<file path="config.mk">
export PLATFORM = sky130hd
export DESIGN_NAME = scalar_kalman_three_channel_fuser_top
export DESIGN_NICKNAME = d
export VERILOG_FILES = /design/src/skf_pkg.sv /design/src/skf_front.sv /design/src/skf_fifo.sv /design/src/skf_back.sv /design/src/scalar_kalman_three_channel_fuser_top.sv
export VERILOG_INCLUDE_DIRS = /design/src /design/src/src
export SDC_FILE = /design/constraint.sdc
export NUM_CORES = 2
export LEC_CHECK = 0
export ABC_AREA = 1
export BUFFER_PORTS_ARGS = -buffer_cell sky130_fd_sc_hd__buf_2
export CORE_MARGIN = 3
export CORE_UTILIZATION = 59
export CTS_BUF_LIST = sky130_fd_sc_hd__clkbuf_4
export DETAILED_ROUTE_END_ITERATION = 8
export PLACE_DENSITY = 0.76
export SYNTH_ARGS = -nofsm -noshare
export SYNTH_HDL_FRONTEND = slang
export SYNTH_SLANG_ARGS = --single-unit
</file>
<file path="constraint.sdc">
create_clock -name clk_i -period 8.5 [get_ports clk_i]
set_clock_uncertainty 0.2 [all_clocks]
set_input_delay 0.85 -clock clk_i [delete_from_list [all_inputs] [get_ports clk_i]]
set_output_delay 0.85 -clock clk_i [all_outputs]
set_load 0.01 [all_outputs]
</file>
<file path="src/assert_macros.svh">
// Assertion macros for the fuser RTL.
`ifndef ASSERT_MACROS_SVH
`define ASSERT_MACROS_SVH
`ifndef SYNTH
// Property checked on every clock edge outside reset.
`define SKF_ASSERT(lbl, prop) \
  lbl: assert property (@(posedge clk_i) disable iff (!rst_ni) (prop)) \
    else $error("%m: assertion failed");
// Condition that must never hold outside reset.
`define SKF_ASSERT_NEVER(lbl, cond) \
  lbl: assert property (@(posedge clk_i) disable iff (!rst_ni) !(cond)) \
    else $error("%m: forbidden condition");
`else
`define SKF_ASSERT(lbl, prop)
`define SKF_ASSERT_NEVER(lbl, cond)
`endif
`endif

</file>
<file path="src/skf_pkg.sv">
// Package with types, constants and the friction table of the Kalman fuser.
package skf_pkg;

  localparam int unsigned FRAC_BITS  = 15;
  localparam int unsigned EXP_DEPTH  = 256;
  localparam int unsigned EXP_IDX_W  = $clog2(EXP_DEPTH);
  localparam logic [63:0] EXP_STEP   = (64'd4 << 46) / (64'(EXP_DEPTH) << FRAC_BITS);
  localparam logic [16:0] ONE        = 17'(1 << FRAC_BITS);
  localparam logic [32:0] HALF       = 33'(1 << (FRAC_BITS - 1));
  localparam logic [15:0] R_FLOOR    = 16'd328;
  localparam logic [15:0] PN_RESET   = 16'd164;
  localparam logic [15:0] NAV_RESET  = 16'd32768;
  localparam logic [15:0] MNT_RESET  = 16'd29491;
  localparam logic [15:0] TRF_RESET  = 16'd9830;
  localparam logic [15:0] UNC_RESET  = 16'd16384;

  typedef enum logic [1:0] {
    CH_NONE  = 2'd0,
    CH_NAV   = 2'd1,
    CH_MAINT = 2'd2,
    CH_TRAF  = 2'd3
  } chan_e;

  typedef struct packed {
    chan_e        chan;
    logic [15:0]  r;
    logic [15:0]  z;
    logic [62:0]  stamp;
  } item_t;

  typedef enum logic [3:0] {
    ST_IDLE, ST_NOISE, ST_PREP, ST_DIV, ST_MULE, ST_UPDE, ST_UPDU,
    ST_CAP, ST_FRIC, ST_SPD, ST_OUT
  } state_e;

  typedef logic [EXP_DEPTH-1:0][15:0] exp_tab_t;

  function automatic logic [63:0] q30_mul(logic [63:0] a, logic [63:0] b);
    return (a * b + 64'd536870912) >> 30;
  endfunction

  // Restoring shift-and-subtract quotient, used only while building the table.
  function automatic logic [63:0] udiv64(logic [63:0] n, logic [63:0] d);
    logic [63:0] q;
    logic [64:0] rem;
    q   = '0;
    rem = '0;
    for (int b = 63; b >= 0; b--) begin
      rem = {rem[63:0], n[b]};
      if (rem >= 65'(d)) begin
        rem  = rem - 65'(d);
        q[b] = 1'b1;
      end
    end
    return q;
  endfunction

  function automatic logic [63:0] q30_exp_neg(logic [63:0] x_in);
    logic [63:0] x;
    logic [63:0] pos;
    logic [63:0] neg;
    logic [63:0] term;
    logic [63:0] r;
    int halvings;
    x = x_in;
    pos = 64'd1 << 30;
    neg = '0;
    term = 64'd1 << 30;
    halvings = 0;
    for (int h = 0; h < 40; h++) begin
      if (x > (64'd1 << 29)) begin
        x = (x + 64'd1) >> 1;
        halvings++;
      end
    end
    for (int k = 1; k < 20; k++) begin
      term = (term * x) >> 30;
      term = udiv64(term, 64'(k));
      if (k[0]) neg = neg + term;
      else pos = pos + term;
    end
    r = (pos > neg) ? pos - neg : 64'd0;
    for (int h = 0; h < 40; h++) begin
      if (h < halvings) r = q30_mul(r, r);
    end
    return r;
  endfunction

  function automatic exp_tab_t build_exp_tab();
    exp_tab_t    t;
    logic [63:0] base;
    logic [63:0] cur;
    logic [63:0] rnd;
    rnd  = (64'd1 << (30 - FRAC_BITS)) >> 1;
    base = q30_exp_neg(EXP_STEP);
    cur  = 64'd1 << 30;
    for (int i = 0; i < EXP_DEPTH; i++) begin
      t[i] = 16'((cur + rnd) >> (30 - FRAC_BITS));
      cur  = q30_mul(cur, base);
    end
    return t;
  endfunction

  localparam exp_tab_t EXP_TAB = build_exp_tab();

endpackage

</file>
<file path="src/skf_front.sv">
// Front stage: clamps the observation and reduces it to channel, noise and measurement.
module skf_front (
  input  logic               clk_i,
  input  logic               rst_ni,
  input  logic               in_valid_i,
  output logic               in_ready_o,
  input  logic [1:0]         mode_i,
  input  logic [15:0]        reliability_i,
  input  logic [15:0]        severity_i,
  input  logic [15:0]        traffic_value_i,
  input  logic               value_present_i,
  input  logic [62:0]        timestamp_i,
  output logic               push_o,
  input  logic               full_i,
  output skf_pkg::item_t     item_o
);

  logic            valid_q;
  skf_pkg::item_t  item_q;
  skf_pkg::item_t  item_d;
  logic [15:0]     rel_c;
  logic [15:0]     sev_c;

  always_comb begin
    rel_c = (reliability_i > 16'(skf_pkg::ONE)) ? 16'(skf_pkg::ONE) : reliability_i;
    sev_c = (severity_i > 16'(skf_pkg::ONE)) ? 16'(skf_pkg::ONE) : severity_i;
    item_d.r     = 16'(skf_pkg::ONE) - rel_c + skf_pkg::R_FLOOR;
    item_d.z     = 16'(skf_pkg::ONE) - sev_c;
    item_d.stamp = timestamp_i;
    unique case (mode_i)
      skf_pkg::CH_NAV:   item_d.chan = skf_pkg::CH_NAV;
      skf_pkg::CH_MAINT: item_d.chan = skf_pkg::CH_MAINT;
      skf_pkg::CH_TRAF: begin
        item_d.chan = value_present_i ? skf_pkg::CH_TRAF : skf_pkg::CH_NONE;
        item_d.z    = traffic_value_i;
      end
      default: item_d.chan = skf_pkg::CH_NONE;
    endcase
  end

  assign push_o     = valid_q && !full_i;
  assign in_ready_o = !valid_q || !full_i;
  assign item_o     = item_q;

  always_ff @(posedge clk_i or negedge rst_ni) begin
    if (!rst_ni) begin
      valid_q <= 1'b0;
    end else if (in_ready_o) begin
      valid_q <= in_valid_i;
    end
  end

  always_ff @(posedge clk_i) begin
    if (in_ready_o && in_valid_i) begin
      item_q <= item_d;
    end
  end

endmodule

</file>
<file path="src/skf_fifo.sv">
// Two-entry queue of classified observations between front and back.
module skf_fifo (
  input  logic            clk_i,
  input  logic            rst_ni,
  input  logic            push_i,
  input  skf_pkg::item_t  data_i,
  output logic            full_o,
  input  logic            pop_i,
  output logic            empty_o,
  output skf_pkg::item_t  data_o
);

  skf_pkg::item_t mem_q [2];
  logic           wr_q;
  logic           rd_q;
  logic [1:0]     cnt_q;

  assign full_o  = cnt_q == 2'd2;
  assign empty_o = cnt_q == 2'd0;
  assign data_o  = mem_q[rd_q];

  always_ff @(posedge clk_i or negedge rst_ni) begin
    if (!rst_ni) begin
      wr_q  <= 1'b0;
      rd_q  <= 1'b0;
      cnt_q <= 2'd0;
    end else begin
      if (push_i) wr_q <= !wr_q;
      if (pop_i) rd_q <= !rd_q;
      cnt_q <= cnt_q + 2'(push_i) - 2'(pop_i);
    end
  end

  always_ff @(posedge clk_i) begin
    if (push_i) begin
      mem_q[wr_q] <= data_i;
    end
  end

endmodule

</file>
<file path="src/skf_back.sv">
// Back sequencer: noise, gain division, estimate update, cap, friction and speed.
`include "assert_macros.svh"
module skf_back (
  input  logic            clk_i,
  input  logic            rst_ni,
  input  logic [15:0]     noise_i,
  input  logic            empty_i,
  input  skf_pkg::item_t  item_i,
  output logic            pop_o,
  output logic            out_valid_o,
  input  logic            out_ready_i,
  output logic [127:0]    out_data_o
);

  localparam int unsigned EXP_IDX_SUM = 16 + skf_pkg::EXP_IDX_W;

  skf_pkg::state_e state_q, state_d;
  skf_pkg::item_t  it_q;
  logic [15:0]     nav_q, mnt_q, trf_q;
  logic [15:0]     unc_q [3];
  logic [15:0]     u_q, e_q, k_q, cap_q, fric_q;
  logic [16:0]     div_q;
  logic [17:0]     rem_q;
  logic [3:0]      cnt_q;
  logic [32:0]     prod_q;
  logic            out_valid_q;
  logic [127:0]    out_q;

  logic [1:0]      sel;
  logic [16:0]     rounded;
  logic [15:0]     rsat;
  logic [17:0]     trial;
  logic            qbit;
  logic [15:0]     diff;
  logic [15:0]     stp;
  logic [16:0]     usum [3];
  logic [EXP_IDX_SUM-1:0] idx_p;

  assign sel = 2'(it_q.chan) - 2'd1;

  always_comb begin
    rounded = 17'((prod_q + skf_pkg::HALF) >> skf_pkg::FRAC_BITS);
    rsat    = rounded[16] ? 16'hFFFF : rounded[15:0];
    trial   = {rem_q[16:0], (cnt_q == 4'd0) ? u_q[0] : 1'b0};
    qbit    = trial >= 18'(div_q);
    diff    = (it_q.z >= e_q) ? it_q.z - e_q : e_q - it_q.z;
    stp     = rounded[15:0];
    // Table index from the overflow of traffic over the cap that rsat holds in ST_FRIC.
    idx_p   = EXP_IDX_SUM'(trf_q - rsat) * EXP_IDX_SUM'(skf_pkg::EXP_DEPTH);
    for (int i = 0; i < 3; i++) usum[i] = 17'(unc_q[i]) + 17'(noise_i);
  end

  always_comb begin
    state_d = state_q;
    pop_o   = 1'b0;
    unique case (state_q)
      skf_pkg::ST_IDLE: if (!empty_i) begin
        pop_o   = 1'b1;
        state_d = skf_pkg::ST_NOISE;
      end
      skf_pkg::ST_NOISE:
        state_d = (it_q.chan == skf_pkg::CH_NONE) ? skf_pkg::ST_CAP : skf_pkg::ST_PREP;
      skf_pkg::ST_PREP: state_d = skf_pkg::ST_DIV;
      skf_pkg::ST_DIV:  if (cnt_q == 4'd15) state_d = skf_pkg::ST_MULE;
      skf_pkg::ST_MULE: state_d = skf_pkg::ST_UPDE;
      skf_pkg::ST_UPDE: state_d = skf_pkg::ST_UPDU;
      skf_pkg::ST_UPDU: state_d = skf_pkg::ST_CAP;
      skf_pkg::ST_CAP:  state_d = skf_pkg::ST_FRIC;
      skf_pkg::ST_FRIC: state_d = skf_pkg::ST_SPD;
      skf_pkg::ST_SPD:  state_d = skf_pkg::ST_OUT;
      skf_pkg::ST_OUT:  if (!out_valid_q || out_ready_i) state_d = skf_pkg::ST_IDLE;
      default:          state_d = skf_pkg::ST_IDLE;
    endcase
  end

  always_ff @(posedge clk_i or negedge rst_ni) begin
    if (!rst_ni) begin
      state_q     <= skf_pkg::ST_IDLE;
      out_valid_q <= 1'b0;
      nav_q       <= skf_pkg::NAV_RESET;
      mnt_q       <= skf_pkg::MNT_RESET;
      trf_q       <= skf_pkg::TRF_RESET;
      for (int i = 0; i < 3; i++) unc_q[i] <= skf_pkg::UNC_RESET;
    end else begin
      state_q <= state_d;
      if ((state_q == skf_pkg::ST_OUT) && (!out_valid_q || out_ready_i)) begin
        out_valid_q <= 1'b1;
      end else if (out_ready_i) begin
        out_valid_q <= 1'b0;
      end
      unique case (state_q)
        skf_pkg::ST_NOISE:
          for (int i = 0; i < 3; i++) unc_q[i] <= usum[i][16] ? 16'hFFFF : usum[i][15:0];
        skf_pkg::ST_UPDE: begin
          case (it_q.chan)
            skf_pkg::CH_NAV:   nav_q <= (it_q.z >= e_q) ? e_q + stp : e_q - stp;
            skf_pkg::CH_MAINT: mnt_q <= (it_q.z >= e_q) ? e_q + stp : e_q - stp;
            default:           trf_q <= (it_q.z >= e_q) ? e_q + stp : e_q - stp;
          endcase
        end
        skf_pkg::ST_UPDU: unc_q[sel] <= rsat;
        default: ;
      endcase
    end
  end

  always_ff @(posedge clk_i) begin
    case (state_q)
      skf_pkg::ST_IDLE: it_q <= item_i;
      skf_pkg::ST_PREP: begin
        u_q   <= unc_q[sel];
        e_q   <= (it_q.chan == skf_pkg::CH_NAV) ? nav_q :
                 (it_q.chan == skf_pkg::CH_MAINT) ? mnt_q : trf_q;
        div_q <= 17'(unc_q[sel]) + 17'(it_q.r);
        rem_q <= 18'(unc_q[sel][15:1]);
        cnt_q <= 4'd0;
      end
      skf_pkg::ST_DIV: begin
        rem_q <= qbit ? trial - 18'(div_q) : trial;
        k_q   <= {k_q[14:0], qbit};
        cnt_q <= cnt_q + 4'd1;
      end
      skf_pkg::ST_MULE: prod_q <= 33'(k_q) * 33'(diff);
      skf_pkg::ST_UPDE: prod_q <= 33'(u_q) * 33'(skf_pkg::ONE - 17'(k_q));
      skf_pkg::ST_CAP:  prod_q <= 33'(nav_q) * 33'(mnt_q);
      skf_pkg::ST_FRIC: begin
        cap_q  <= rsat;
        fric_q <= (trf_q > rsat)
          ? skf_pkg::EXP_TAB[idx_p[EXP_IDX_SUM-1:16]]
          : 16'(skf_pkg::ONE);
      end
      skf_pkg::ST_SPD:  prod_q <= 33'(cap_q) * 33'(fric_q);
      skf_pkg::ST_OUT:
        if (!out_valid_q || out_ready_i) out_q <= {1'b0, it_q.stamp, rsat, trf_q, mnt_q, nav_q};
      default: ;
    endcase
  end

  assign out_valid_o = out_valid_q;
  assign out_data_o  = out_q;

  `SKF_ASSERT(a_pop_only_idle, pop_o |-> (state_q == skf_pkg::ST_IDLE))
  `SKF_ASSERT(a_gain_below_one, (state_q == skf_pkg::ST_MULE) |-> (17'(k_q) < skf_pkg::ONE))
  `SKF_ASSERT(a_stall_holds, (out_valid_q && !out_ready_i) |=> out_valid_q)
  `SKF_ASSERT_NEVER(a_div_no_chan, (state_q == skf_pkg::ST_DIV) && (it_q.chan == skf_pkg::CH_NONE))

endmodule

</file>
<file path="src/scalar_kalman_three_channel_fuser_top.sv">
// Top level of the three-channel scalar Kalman fuser.
// Each accepted observation transaction yields exactly one result transaction carrying the
// three fused Q1.15 estimates, the speed modifier and the observation time. A front stage
// clamps and classifies the observation, a two-entry queue decouples it from the back
// sequencer, and the back sequencer works one observation at a time: it pops the item,
// adds process noise, then for an update sets up the divider, runs the restoring gain
// divider and updates the gain product, estimate and uncertainty, followed by cap,
// friction lookup and speed, and finally loads the output register. An item without
// update skips the set-up, divider and update steps. The front keeps accepting
// while the queue has room, and a finished result waits in the output register without
// holding up the next observation's work until that result is reached. The noise step may
// be written over the configuration channel while the block is idle; it is ready always.
module scalar_kalman_three_channel_fuser_top (
  input  logic          clk_i,
  input  logic          rst_ni,
  input  logic          cfg_valid_i,
  output logic          cfg_ready_o,
  input  logic [15:0]   cfg_data_i,     // noise step
  input  logic          s_axis_tvalid,
  output logic          s_axis_tready,
  input  logic [111:0]  s_axis_tdata,   // reliability, severity, traffic_value, timestamp
  input  logic [2:0]    s_axis_tuser,   // mode, value_present
  output logic          m_axis_tvalid,
  input  logic          m_axis_tready,
  output logic [127:0]  m_axis_tdata    // navigability_est, maintenance_est, traffic_est,
                                        // speed_modifier, last_time
);

  logic            push;
  logic            full;
  logic            pop;
  logic            empty;
  skf_pkg::item_t  front_item;
  skf_pkg::item_t  head_item;
  logic [15:0]     noise_q;

  // The configuration channel never stalls.
  assign cfg_ready_o = 1'b1;

  always_ff @(posedge clk_i or negedge rst_ni) begin
    if (!rst_ni) begin
      noise_q <= skf_pkg::PN_RESET;
    end else if (cfg_valid_i) begin
      noise_q <= cfg_data_i;
    end
  end

  skf_front u_front (
    .clk_i           (clk_i),
    .rst_ni          (rst_ni),
    .in_valid_i      (s_axis_tvalid),
    .in_ready_o      (s_axis_tready),
    .mode_i          (s_axis_tuser[1:0]),
    .reliability_i   (s_axis_tdata[15:0]),
    .severity_i      (s_axis_tdata[31:16]),
    .traffic_value_i (s_axis_tdata[47:32]),
    .value_present_i (s_axis_tuser[2]),
    .timestamp_i     (s_axis_tdata[110:48]),
    .push_o          (push),
    .full_i          (full),
    .item_o          (front_item)
  );

  skf_fifo u_fifo (
    .clk_i   (clk_i),
    .rst_ni  (rst_ni),
    .push_i  (push),
    .data_i  (front_item),
    .full_o  (full),
    .pop_i   (pop),
    .empty_o (empty),
    .data_o  (head_item)
  );

  skf_back u_back (
    .clk_i       (clk_i),
    .rst_ni      (rst_ni),
    .noise_i     (noise_q),
    .empty_i     (empty),
    .item_i      (head_item),
    .pop_o       (pop),
    .out_valid_o (m_axis_tvalid),
    .out_ready_i (m_axis_tready),
    .out_data_o  (m_axis_tdata)
  );

endmodule
</file>
* Word level (Yosys, flattened, before mapping)
Memories as Yosys holds them, arrays and structs flattened. A register that Yosys moved wholly into a read port is not among the register bits.
Cells that the tools add are included.
** Cells by class
- $add $sub $neg :: 19
- Multipliers :: 4
- $lt $le $gt $ge :: 7
- Eq/ne operators :: 20
- Muxes and demuxes :: 36
- Bitwise gates (word level) :: 2
- Reductions and logical operators :: 26
** Operators by type and width (count)
- 16-bit 2-to-1 mux :: 14
- 32-bit case mux with 4 select lines :: 1
- 16-bit by 16-bit multiplier with 32-bit output :: 3
- 48-bit case mux with 2 select lines :: 1
- 16-bit by 16-bit adder with 17-bit output :: 4
- 16-bit subtractor :: 4
- 48-bit bitwise mux :: 1
- 4-bit case mux with 11 select lines :: 1
- 17-bit case mux with 2 select lines :: 1
- 16-bit by 33-bit multiplier with 32-bit output :: 1
- 32-bit by 15-bit adder with 32-bit output, second input constant :: 1
- 16-bit binary-select mux with 2-bit select :: 1
- 16-bit demux with 2-bit select :: 1
- 16-bit greater-than comparator, second input constant :: 2
- 16-bit subtractor, first input constant :: 2
- 18-bit by 17-bit greater-or-equal comparator with 1-bit output :: 1
- 17-bit 2-to-1 mux :: 1
- 16-bit by 16-bit subtractor with 17-bit output, first input constant :: 1
- 17-bit subtractor :: 1
- 16-bit adder :: 1
- 16-bit by 9-bit adder with 16-bit output, second input constant :: 1
- 4-bit by 3-bit == test with 1-bit output, second input constant :: 4
- 4-bit == test, second input constant :: 4
- 16-bit greater-or-equal comparator :: 1
- 31 further kinds :: 61
** Storage, ports and cells
- Flip-flop bits (word level) :: 480
- RAM bits :: 194
- Memory bits (read-only) :: 4096
- Output and inout port bits :: 131
- Word-level logic and storage cells :: 142
- Memories :: 2
** Memories
- (no name shown) :: words 256, bits a word 16, rd ports 1, clocked after Yosys merged registers in 1, wr ports 0, RTL line skf_back.sv:129 : ? skf_pkg::EXP_TAB[idx_p[EXP_IDX_SUM-1:16]]
- u_fifo.mem_q :: words 2, bits a word 97, rd ports 1, clocked after Yosys merged registers in 1, wr ports 1, RTL line skf_fifo.sv:13 : skf_pkg::item_t mem_q [2];

* Logic depth before layout (Yosys ltp)
- Depth in word-level cells :: 8
- Depth in mapped cells :: 43

* Cells and area by module
From an unflattened synthesis, not the netlist that was laid out.
** Unflattened totals
- Cells, all modules :: 8746
- Area total of the unflattened synthesis :: 74868.1 µm²
** Modules (own cells, without submodules)
- skf_back :: times used 1, cells each 7787, area an instance 62630.1 µm², seq. area each 13362.8 µm²
- skf_fifo :: times used 1, cells each 531, area an instance 7395.8 µm², seq. area each 5925.7 µm²
- skf_front :: times used 1, cells each 358, area an instance 4182.8 µm², seq. area each 2937.8 µm²
- scalar_kalman_three_channel_fuser_top :: times used 1, cells each 70, area an instance 659.4 µm², seq. area each 404.1 µm²

* Worst setup path after synthesis
OpenSTA, ideal clock, no wires.
- Kind :: reg-to-reg
- Start point :: reg u_back.k_q[0]
- End point :: reg u_back.prod_q[29] (data pin)
- Arrival :: 7.210 ns
- Data required time :: 8.047 ns
- Setup slack :: 0.837 ns
- Stages on the path, launching flop included :: 34
- Path buffers :: 3
- Period minus slack after synthesis :: 7.663 ns
- Path through :: edfxtp_1 buf_2 inv_1 clkbuf_1 ha_1 nand4_1 nor2_1 nand2_1 nor2_1 nand4_1 nor2_2 nand2_1 nand2_1 buf_2 nor2_1 fa_1 fa_1 inv_1 fa_1 fa_1 fa_1 fa_1 inv_1 ha_1 nand2_1 nor4_1 nand2_1 nand2_1 a31oi_1 o21ai_0 xor2_1 nor2_1 nor2_1 nand2_1
** Between the ends
- Cells in the longest elaborated chain, start to end :: 3
- Elaborated cells on any way between the ends :: 4
- Those cells by class :: add/sub (1); mul (2); mux (1)
** RTL lines
- from (decl) :: RTL line skf_back.sv:21 : logic [15:0] u_q, e_q, k_q, cap_q, fric_q;
- from (signal assigned) :: RTL line skf_back.sv:120 : k_q <= {k_q[14:0], qbit};
- 16-bit by 16-bit subtractor with 17-bit output :: RTL line skf_back.sv:124 : skf_pkg::ST_UPDE: prod_q <= 33'(u_q) * 33'(skf_pkg::ONE - 17'(k_q));
- 16-bit by 33-bit multiplier with 32-bit output :: RTL line skf_back.sv:124
- 32-bit case mux with 4 select lines * :: RTL line skf_back.sv:108 : case (state_q)
- to (signal assigned) :: RTL line skf_back.sv:123 : skf_pkg::ST_MULE: prod_q <= 33'(k_q) * 33'(diff);
- to (signal assigned) :: RTL line skf_back.sv:124
- to (signal assigned) :: RTL line skf_back.sv:125 : skf_pkg::ST_CAP: prod_q <= 33'(nav_q) * 33'(mnt_q);
- to (decl) :: RTL line skf_back.sv:25 : logic [32:0] prod_q;
Mark *: on every way between the ends. The rest lies on a longest branch, timed or not.
A chain may end at the register's enable or synchronous reset.

* Worst setup path after layout
- Start point :: reg u_back.it_q[63] (netlist name)
- End point :: reg u_back.prod_q[31] (data pin)
** Between the ends
- Cells in the longest elaborated chain, start to end :: 4
- Elaborated cells on any way between the ends :: 6
- Those cells by class :: add/sub (2); mul (1); order compare (1); mux (2)
** RTL lines
- 16-bit subtractor or 16-bit greater-or-equal comparator (tied branches) :: RTL line skf_back.sv:46 : diff = (it_q.z >= e_q) ? it_q.z - e_q : e_q - it_q.z;
- 16-bit 2-to-1 mux * :: RTL line skf_back.sv:46
- 16-bit by 16-bit multiplier with 32-bit output * :: RTL line skf_back.sv:123
- 32-bit case mux with 4 select lines * :: RTL line skf_back.sv:108
Marked as above.

==> summary.txt <==
Run status
  • Status: finished, final reports clean

Logic synthesis
  • Post-Syn Nets: 9,985
  • Post-synth EDFFs: 651
  • Register area share after synthesis: around 30%
  • Synth warn: 0
  • Mapped Area: approximately 75,000 sq um
  • Post-Synthesis Cells: roughly 8,500
  • FF+latch count, synth: 773
  • Fraction of registers with async set/reset: between 10% and 20%
  • Unique cell type count in the Yosys netlist: 71
  • Avg Cell Area, Syn: 8.827 sq um
  • Top FF cell, synth: edfxtp_1

Clock tree
  • CTS tree: built
  • CTS root buf: clkbuf_4
  • Clock sink total: a little under 800
  • CTS clk-pin slew, worst paths: 0.08 ns
  • CTS Buf Count: around 190
  • Clk buf depth: 3
  • H-tree level count: 4
  • Worst skew pair latency: around 1.2 ns

Critical path
  • Critical path class: register to register
  • WP data required: 9.19 ns
  • Worst path max stage delay: 0.59 ns
  • CP max FO: 21
  • Crit-path slowest cell: fa_1
  • CP Data Arrival Time: about 8.7 ns
  • Critical Path End Type: register
  • Worst path most repeated cell: nand2_1
  • Startpoint Class: register

Detailed routing
  • Routed WL: approximately 220 mm
  • Iteration-0 DRC Markers: 6,164
  • Vias per cell: approximately 5.7
  • Routed WL per cell: 20.92 microns
  • Final ANT Viol Nets: 0
  • First drt pass iteration count: 8
  • Detailed-route DRC error count: 0
  • Routed vias: slightly above 60,000

STA
  • Slew HR: between 8 and 9%
  • Worst Tran Pin Value: approximately 1.4 ns
  • Setup TNS: 0 ns
  • Max Fclk: ~0.12 GHz
  • Final setup violation count: 0
  • Period utilisation layout: between 90% and 100%
  • Fin crit period: roughly 8 ns
  • Final Hold Viols: 0
  • Slew Viols, Final: 0

GRT
  • Tot GR Track Use: approximately a third
  • Initial antenna violation count: 9
  • Total gr overflow: 0
  • Largest net degree at the start of global routing: 128
  • Vias in the first global route: around 62,000
  • First-pass GRT wire length: approximately 350 mm

Placement
  • Port buffer count: roughly 260
  • DP HPWL: about 170 mm
  • Routability congestion estimate: between 1 and 1.5

Final layout
  • Share of cells above drive strength 1: roughly a tenth
  • Area Overhead vs Synth: 9.688%
  • Nets: between 10,000 and 15,000
  • Most common cell after layout, fill and taps aside: nand2_1
  • Fillers: approximately 10,000
  • Register area: between 20,000 and 25,000 sq um
  • Commonest cells after routing, fill and taps aside: 1,989 x nand2_1, 1,638 x inv_1, 856 x fa_1
  • Multi-input combinational cell area: 44,620 sq um

Floorplanning
  • Die span in x: roughly 360 microns
  • Die ar.: between 100,000 and 150,000 sq um
  • Site Rows: ~130
  • I/O pin count: approximately 270
  • Die H: ~360 microns
  • Initial Util: 59.91%
  • Core Footprint: roughly 120,000 sq um

Min path
  • Worst hold path class: input pin to register

Flow run
  • Max-Cap Viols: 0
==> final cells by class <==
cell class	instances	share of cell area, %
multi-input cells	5715	54.49
clock buffers	284	2.604
clock inverters	78	0.6204
well taps	1637	2.501
flip-flops and latches	773	27.64
diodes	15	0.04584
inverters	1672	7.686
repair buffers	517	4.408
==> sequential cells by signal, summed over array words and instances, names as in the netlist, 2 cells and up <==
signal / flops
noise_q: 16
u_back.cap_q: 16
u_back.cnt_q: 4
u_back.div_q: 17
u_back.e_q: 16
u_back.fric_q: 16
u_back.it_q: 97
u_back.k_q: 16
u_back.mnt_q: 16
u_back.nav_q: 16
u_back.out_data_o: 127
u_back.prod_q: 18
u_back.rem_q: 17
u_back.state_q: 4
u_back.trf_q: 16
u_back.u_q: 16
u_back.unc_q: 48
u_fifo.cnt_q: 2
u_fifo.mem_q: 194
u_front.item_o: 97
==> critical path, delay by kind of cell (launching register included) <==
family	cells	cell delay, ns
buf+inv	9	0.99
simple gates	16	1.47
flops	1	0.41
compound gates	4	0.67
fa+ha+maj	9	4.09
==> kinds of logic after synthesis <==
| group | after synthesis | share of synthesized area (%) |
|---|---|---|
| adders and majority gates | 1392 | 31.94 |
| other | 2 | 0.01006 |
| and+or+nand+nor | 3042 | 16.46 |
| xor gates and xnor gates | 178 | 2.159 |
| muxes | 112 | 1.689 |
| AOI/OAI and AO/OA | 989 | 7.331 |
| buffers and inverters | 1969 | 10.10 |
| DFF | 773 | 30.32 |
==> worst paths after layout <==
path | startpoint | endpoint | slack, ns | cells after the start
setup / recovery | u_back.it_q[63] | u_back.prod_q[31] | 0.46 | 38
hold / removal | s_axis_tuser[1] | u_front.item_o[96] | 0.14 | 2
setup reg to reg | u_back.it_q[63] | u_back.prod_q[31] | 0.46 | 38
hold reg to reg | u_front.item_o[21] | u_fifo.mem_q[0][21] | 0.14 | 0
max in group asynchronous | rst_ni | u_back.trf_q[7] | 5.93 | 5
min in group asynchronous | rst_ni | noise_q[7] | 0.62 | 3
==> layer usage <==
layer | share of wire (%) | global-route usage, %
met1 | 40 | 47.05
met2 | 45 | 54.10
met3 | 11 | 7.790
met4 | 4.4 | 14.02
met5 | 0.014 | 0
==> timing repair <==
| item | in CTS | in global routing |
|---|---|---|
| hold buffers | 147 | 0 |
| setup endpoints to repair | 0 | 13 |
| buffers inserted | 0 | 5 |
| resized for setup | 0 | 22 |
| hold endpoints to repair | 192 | 0 |
==> cell usage after synthesis, drive strengths merged, types with 4 or more instances <==
library cell | number | area, sq um
a21o | 21 | 157.7
o21a | 20 | 150.1
clkbuf | 211 | 793.3
o22ai | 9 | 56.30
nor2 | 579 | 2223
o41ai | 4 | 35.03
o2111ai | 6 | 52.55
nand3b | 17 | 127.6
o311ai | 4 | 35.03
nand4 | 50 | 312.8
nand2 | 2006 | 7570
a22oi | 13 | 97.59
mux2 | 112 | 1261
ha | 536 | 6706
a21oi | 441 | 2207
or2 | 20 | 125.1
xor2 | 126 | 1156
a31oi | 22 | 137.6
edfxtp | 651 | 19550
dfstp | 23 | 604.3
inv | 1657 | 6220
nand3 | 274 | 1381
o21ai | 357 | 1798
clkinv | 15 | 56.30
o221ai | 8 | 70.07
xnor2 | 52 | 455.4
a211oi | 8 | 60.06
o211ai | 17 | 127.6
nor3 | 65 | 341.6
dfrtp | 99 | 2477
buf | 86 | 467.9
fa | 856 | 17140
nor4 | 22 | 143.9
o21bai | 16 | 120.1
o221a | 6 | 67.56
o31ai | 9 | 72.57
a21boi | 17 | 127.6
==> metrics by stage <==
stage,setup slack (ns),util [%],instance area (sq um),std cells,hold slack [ns]
finish,0.4615,65.71,81880,10690,0.1387
CTS,0.3750,65.59,81730,10670,0.002121
detailed placement,0.4025,62.29,77620,10160,0.2045
global route,-0.09233,65.70,81860,10680,0.04861
floorplan,0.8375,-,74650,8457,0.2003
global placement,0.5077,62.29,77620,10160,0.2018
Power is not shown: default switching activity piles up to over one toggle a cycle in this logic, so the estimate is an artifact.
